File: src/rtl/core/cv_shadow_merge_table_core_assert.svh
// Assertion macros for the shadow merge table core.
// Used by files that include this header; expects clk_i and rst_ni in scope.
`ifndef CV_SHADOW_MERGE_TABLE_CORE_ASSERT_SVH
`define CV_SHADOW_MERGE_TABLE_CORE_ASSERT_SVH

// same-cycle implication
`define SMT_ASSERT_IMPL(lbl, ante, cons, msg) \
  lbl: assert property (@(posedge clk_i) disable iff (!rst_ni) (ante) |-> (cons)) \
    else $error(msg);

// next-cycle implication
`define SMT_ASSERT_NEXT(lbl, ante, cons, msg) \
  lbl: assert property (@(posedge clk_i) disable iff (!rst_ni) (ante) |=> (cons)) \
    else $error(msg);

`endif

File: src/rtl/core/smt_pkg.sv
// Shared types and constants for the shadow merge table core.
// No dependencies.
package smt_pkg;

  localparam int unsigned SMT_ENTRY_COUNT  = 1024;
  localparam int unsigned SMT_FIRST_NUMBER = 1;

  typedef enum logic [2:0] {
    OP_CLEAR       = 3'd0,
    OP_MERGE_READ  = 3'd1,
    OP_BASE_READ   = 3'd2,
    OP_FINAL_READ  = 3'd3,
    OP_FINAL_WRITE = 3'd4,
    OP_DELTA       = 3'd5
  } op_e;

  typedef enum logic [1:0] {
    ST_OK        = 2'd0,
    ST_INVALID   = 2'd1,
    ST_OVERWRITE = 2'd2
  } status_e;

  // one table word: pending value, pending mask, known value, known mask
  typedef struct packed {
    logic [7:0] pv;
    logic [7:0] pm;
    logic [7:0] kv;
    logic [7:0] km;
  } entry_t;

  typedef struct packed {
    status_e    status;
    logic [7:0] mask_out;
    logic [7:0] value_out;
    logic       wr_en;
    entry_t     wr_data;
  } alu_res_t;

endpackage

File: src/rtl/core/smt_alu.sv
// Command datapath: computes the result and the write-back word for one entry.
// Depends on smt_pkg.
module smt_alu (
  input  logic [2:0]        op_i,
  input  logic              in_range_i,
  input  logic [7:0]        bit_mask_i,
  input  logic [7:0]        data_byte_i,
  input  smt_pkg::entry_t   entry_i,
  output smt_pkg::alu_res_t res_o
);
  import smt_pkg::*;

  logic [7:0] delta;

  always_comb begin
    delta = entry_i.pm & (~entry_i.km | (entry_i.kv ^ entry_i.pv));
    res_o           = '0;
    res_o.status    = ST_OK;
    res_o.wr_data   = entry_i;
    if (op_i != OP_CLEAR && op_i <= OP_DELTA && !in_range_i) begin
      res_o.status = ST_INVALID;
    end else begin
      unique case (op_i)
        OP_MERGE_READ: begin
          // only touch the entry if some bit is still unknown
          if ((entry_i.km & bit_mask_i) != bit_mask_i) begin
            res_o.wr_en      = 1'b1;
            res_o.wr_data.kv = entry_i.kv | (data_byte_i & bit_mask_i);
            res_o.wr_data.km = entry_i.km | bit_mask_i;
          end
        end
        OP_BASE_READ: begin
          res_o.mask_out  = entry_i.km;
          res_o.value_out = entry_i.kv;
        end
        OP_FINAL_READ: begin
          res_o.mask_out  = entry_i.km | entry_i.pm;
          res_o.value_out = (entry_i.kv & ~entry_i.pm) | entry_i.pv;
        end
        OP_FINAL_WRITE: begin
          if ((entry_i.pm & bit_mask_i) != 8'h00) begin
            res_o.status = ST_OVERWRITE;
          end else begin
            res_o.wr_en      = 1'b1;
            res_o.wr_data.pv = entry_i.pv | (data_byte_i & bit_mask_i);
            res_o.wr_data.pm = entry_i.pm | bit_mask_i;
          end
        end
        OP_DELTA: begin
          res_o.mask_out  = delta;
          res_o.value_out = entry_i.pv & delta;
        end
        default: begin
          // clear (sweep already done) and unused codes: plain success
        end
      endcase
    end
  end

endmodule

File: config.mk
export PLATFORM = sky130hd
export DESIGN_NAME = smt_alu
export DESIGN_NICKNAME = d
export VERILOG_FILES = /design/src/rtl/core/cv_shadow_merge_table_core_assert.svh /design/src/rtl/core/smt_pkg.sv /design/src/rtl/core/smt_alu.sv
export SDC_FILE = /design/constraint.sdc
export NUM_CORES = 1
export LEC_CHECK = 0
export BUFFER_PORTS_ARGS = -buffer_cell sky130_fd_sc_hd__buf_2
export CAP_MARGIN = 10
export CORE_MARGIN = 3
export CORE_UTILIZATION = 34
export DETAILED_ROUTE_END_ITERATION = 10
export GPL_TIMING_DRIVEN = 0
export PLACE_DENSITY = 0.82
export REMOVE_ABC_BUFFERS = 1
export SLEW_MARGIN = 20
export SYNTH_ARGS = -nofsm -noshare
export SYNTH_HDL_FRONTEND = slang
export SYNTH_SLANG_ARGS = --single-unit
File: constraint.sdc
create_clock -name vclk -period 2.8
set_input_delay 0.84 -clock vclk [all_inputs]
set_output_delay 0.84 -clock vclk [all_outputs]
set_load 0.02 [all_outputs]
==> metrics.csv, run 1 <==
stage,metric,value,unit
run_status,outcome,"finished, violations left",
run_status,violations,setup timing,
critical_path,path_delay_family,buffers and inverters,
critical_path,worstSetupPathType,in2out,
yosys,syn_area_per_cell,5.99,sq um
timing,relSlewSlack,77.0,%
critical_path,critPathBufInv,5,
critical_path,critPathArrivalTime,2.16,ns
die,io_pins,103,
pwr,irDropWorstVdd,0.138,mV
timing,period_needed,3.00,ns
die,dieArea,0.00365,sq mm
timing,worst_pin_slew,0.343,ns
critical_path,crit_path_max_incr_delay,0.36,ns
drt,drc,0,
global_routing,grt_pass1_wl,6970,um
drt,drt_iter0_markers,65,
drt,firstDrtPassIters,4,
timing,postLayoutSetupSlackWorst,-0.200,ns
placement,post_dp_cell_area,0.00153,sq mm
yosys,syn_inst,168,
finish,area_growth,102,%
finish,n_antenna_cell,0,
yosys,ys_warn_count,0,
timing,hold_violations,0,
global_routing,overflow,0,
critical_path,crit_slowest_cell,nor4_4,
timing,rsz0062_at_grt,yes,
die,initial_utilization,36.2,%
global_routing,grt_pass1_vias,1555,
drt,vias,1821,
yosys,ys_types,25,
yosys,ys_seq_area_share,0,%
finish,clkbuf_count,0,
critical_path,cp_max_fo,6,
pwr,p_leak,0.00105,uW
critical_path,crit_path_start_kind,primary input,
placement,place_inst,295,
finish,seq_cells,0,
critical_path,worst_path_most_repeated_cell,buf_8,
finish,seq_area,0,sq um
placement,place_hpwl,3050,um
critical_path,cp_data_required_time,1.96,ns
placement,gp_congestion,0.692,
run,cap_violations,0,
timing,maxSlewViolCount,0,
global_routing,antenna_found_initial,0,
drt,routedWlPerCell,16.7,um
timing,fin_crit_sh,107,%
drt,viasPerCell,5.87,
finish,post-route-util,72.9,%
timing,setup_viol,26,
global_routing,grtUsageTotal,24.2,%
yosys,synth.cell_area,0.00101,sq mm
timing,hold_ws,1.99,ns
die,die_h,60.4,um
critical_path,end_kind,primary output,
finish,final_area,0.00203,sq mm
timing,fmax,0.333,GHz
die,fp.dieW,60.4,um
drt,ant_nets,0,
drt,postRouteWirelength,5170,um
placement,dp_slack,-1.27,ns
hold_path,hold_path_class,in2out,
die,rows,19,
finish,drive_gt1_share,53.0,%
global_routing,grt_max_degree,20,
finish,nets,333,
die,core-area,0.00278,sq mm
finish,layout.cells.non_filler,310,
critical_path,path_cells,"buf_8, clkinv_8, buf_8, nor4_4, o41ai_4, buf_6, o21bai_1, buf_4",
pwr,p_per_area,170,mW/mm^2
placement,port_buffers,103,
## power breakdown
| group | switching, uW | internal (uW) | leakage [uW] | total (uW) |
|---|---|---|---|---|
| sequential | 0 | 0 | 0 | 0 |
| combinational | 190 | 154 | 0.00105 | 344 |
| clock | 0 | 0 | 0 | 0 |
| total | 190 | 154 | 0.00105 | 344 |
## synth_stat cells
master	instances	area, sq um
buf_2	1	5.00
nor2b_1	1	6.26
nor3_1	1	5.00
nor3_4	1	16.3
a211oi_1	9	67.6
a21oi_1	16	80.1
a21o_1	16	120
nand2b_1	2	12.5
a22o_1	8	70.1
o22ai_1	4	25.0
buf_1	1	3.75
clkinv_1	1	3.75
xnor2_1	8	70.1
or3_4	1	11.3
clkbuf_1	4	15.0
a22oi_1	4	30.0
nand2_1	42	158
nor4_2	1	12.5
a31o_2	8	70.1
buf_6	2	22.5
o21bai_1	8	60.1
o41ai_2	1	16.3
nor2_1	11	41.3
inv_1	9	33.8
nand4_1	8	50.1
## timing repair
action,CTS,global route
gates resized for setup,72,27
buffers inserted,13,2
hold buffers,0,0
setup endpoints to repair,50,35
pin swaps,18,11
## routing by layer
layer  track usage [%]  wire (um)  vias to the layer above
met3              1.28        443                       10
met1              29.1       1890                      849
met5                 0          0                        -
li1                  -          -                      848
met2              47.5       2750                      114
met4              3.80         87                        0
## path summary, 6_finish.rpt
check / start / to / cells after the start
worst min-delay path: in_range_i / res_o[49] / 3
worst max-delay path: in_range_i / res_o[15] / 8
## metrics by stage
step,power [uW],setup TNS [ns]
after detailed placement,260,-38.05
after global placement,256,-43.97
after floorplan,142,-14.92
after global routing,363,-4.73
after CTS,313,-1.08
final,344,-2.94
## logic make-up after synthesis
kind of cell	after synthesis	synth area share, %
AO/OA/AOI/OAI	74	53.6
AND/OR/NAND/NOR	68	31.1
buffers and inverters	18	8.33
XOR/XNOR	8	6.97
## area by class of cell
type	instances	area [sq um]
inverter	10	50.0
tap	31	38.8
timing repair buffer	119	873
fill	196	753
multi-input combinational	150	1070
## cells in the final DEF, fill, tap and decap left out, drive strengths merged
cell type  Yosys  final
a22oi          4      4
a22o           8      8
a211oi         9      9
o21bai         8      8
nor3           2      2
nand4          8      8
buf            4    119
clkinv         1      1
a21oi         16     16
o22ai          4      4
nor4           1      1
nand2         42     42
nor2          11     11
a21o          16     16
nor2b          1      1
a31o           8      8
inv            9      9
o41ai          1      1
or3            1      1
nand2b         2      2
xnor2          8      8
(Power assumes the default switching activity.)
==> run 2, diff against run 1 <==
- ABC_CLOCK_PERIOD_IN_PS: default -> 2800
- CORE_UTILIZATION: 34 -> 30
- PLACE_DENSITY: 0.82 -> 0.74
==> metrics.csv, run 2 (synthesis gave the netlist of run 1 again) <==
stage,metric,value,unit
finish,multi_input_area,0.00109,sq mm
drt,viasPerCell,5.47,
drt,drc,0,
die,io_pins,103,
pwr,p_leak,0.00105,uW
placement,place_hpwl,3220,um
hold_path,min_to,res_o[49],
drt,ant_nets,0,
timing,rsz0062_at_grt,yes,
timing,postLayoutSetupSlackWorst,-0.188,ns
timing,setup_viol,33,
die,core-area,0.00313,sq mm
critical_path,cp_max_fo,7,
critical_path,end_kind,primary output,
placement,post_dp_cell_area,0.00154,sq mm
placement,gp_congestion,0.711,
die,die_h,63.9,um
timing,fin_crit_sh,107,%
drt,vias,1772,
hold_path,min_path_cells,3,
finish,nFillCells,287,
timing,relSlewSlack,78.7,%
global_routing,grt_pass1_wl,7870,um
drt,drt_iter0_markers,133,
drt,postRouteWirelength,5070,um
pwr,irDropWorstVdd,0.0929,mV
finish,seq_cells,0,
critical_path,worstSetupPathType,in2out,
die,dieArea,0.00408,sq mm
timing,maxSlewViolCount,0,
finish,clkbuf_count,0,
die,rows,20,
drt,firstDrtPassIters,4,
timing,hold_violations,0,
timing,period_needed,2.99,ns
critical_path,crit_start,op_i[1],
finish,final_area,0.00206,sq mm
hold_path,min_from,in_range_i,
finish,area_growth,105,%
drt,routedWlPerCell,15.6,um
timing,worst_pin_slew,0.317,ns
finish,drive_gt1_share,53.2,%
clock_network,cts_hold_buf,0,
placement,port_buffers,103,
run,cap_violations,0,
finish,seq_area,0,sq um
run_status,outcome,"finished, violations left",
global_routing,antenna_found_initial,0,
timing,hold_ws,1.95,ns
critical_path,cp_data_required_time,1.96,ns
hold_path,hold_path_class,in2out,
global_routing,overflow,0,
global_routing,grt_pass1_vias,1671,
pwr,p_per_area,166,mW/mm^2
global_routing,grt_max_degree,20,
finish,mostFrequentLayoutCell,buf_2,
timing,fmax,0.335,GHz
global_routing,grtUsageTotal,22.8,%
critical_path,crit_path_start_kind,primary input,
die,initial_utilization,32.2,%
die,fp.dieW,63.9,um
run_status,violations,setup timing,
finish,final_cell_mix,"buf_2 (61), nand2_1 (42), buf_4 (31), buf_6 (26), a21o_1 (16)",
finish,n_antenna_cell,0,
critical_path,critPathArrivalTime,2.15,ns
finish,nets,334,
[run 2: worst max-delay path by stage]
stage | endpoint | slack (ns) | cells past startpoint
after floorplan | res_o[10] | -0.46 | 4
after global placement | res_o[10] | -1.26 | 6
after detailed placement | res_o[8] | -1.26 | 6
after CTS | res_o[25] | -0.10 | 7
after global routing | res_o[30] | -0.22 | 7
final | res_o[30] | -0.19 | 7
[run 2: per-stage QoR]
step	setup TNS [ns]	std cells	setup slack, ns	utilization, %	total power [uW]
final	-3.57	324	-0.188	65.8	341
after global routing	-5.33	324	-0.225	65.8	367
after CTS	-1.22	321	-0.104	61.1	314
after detailed placement	-37.63	308	-1.26	49.4	262
after global placement	-44.44	307	-1.26	48.9	258
after floorplan	-14.92	160	-0.463	-	142
[run 2: per-layer routing]
metal  vias to the layer above  GRT usage [%]  share of wire (%)
li1                        852              -                  -
met1                       831           28.5                 41
met2                        87           43.0                 51
met3                         2           2.64                8.2
met4                         0           1.08               0.16
met5                         -              0                  0
[run 2: cell type report]
| class | count | area share (%) |
|---|---|---|
| Inverter | 10 | 2.19 |
| Multi-Input combinational cell | 150 | 53.1 |
| Tap cell | 44 | 2.67 |
| Timing Repair Buffer | 120 | 42.0 |
[run 2: worst max-delay path, cell delays in order]
cell	delay [ns]
buf_8	0.09
nand2b_4	0.14
or3_4	0.35
nor3_4	0.26
buf_6	0.18
a31o_4	0.17
buf_6	0.11
[run 2: repair_timing]
| action | 4_1_cts | 5_1_grt |
|---|---|---|
| buffers inserted | 13 | 3 |
| resized for setup | 71 | 32 |
| setup endpoints to repair | 50 | 36 |
| pin swaps | 18 | 18 |
[run 2: where the power goes]
| group | total [uW] | switching, uW | internal (uW) |
|---|---|---|---|
| logic | 341 | 187 | 154 |
| clock network | 0 | 0 | 0 |
| registers | 0 | 0 | 0 |
| total | 341 | 187 | 154 |
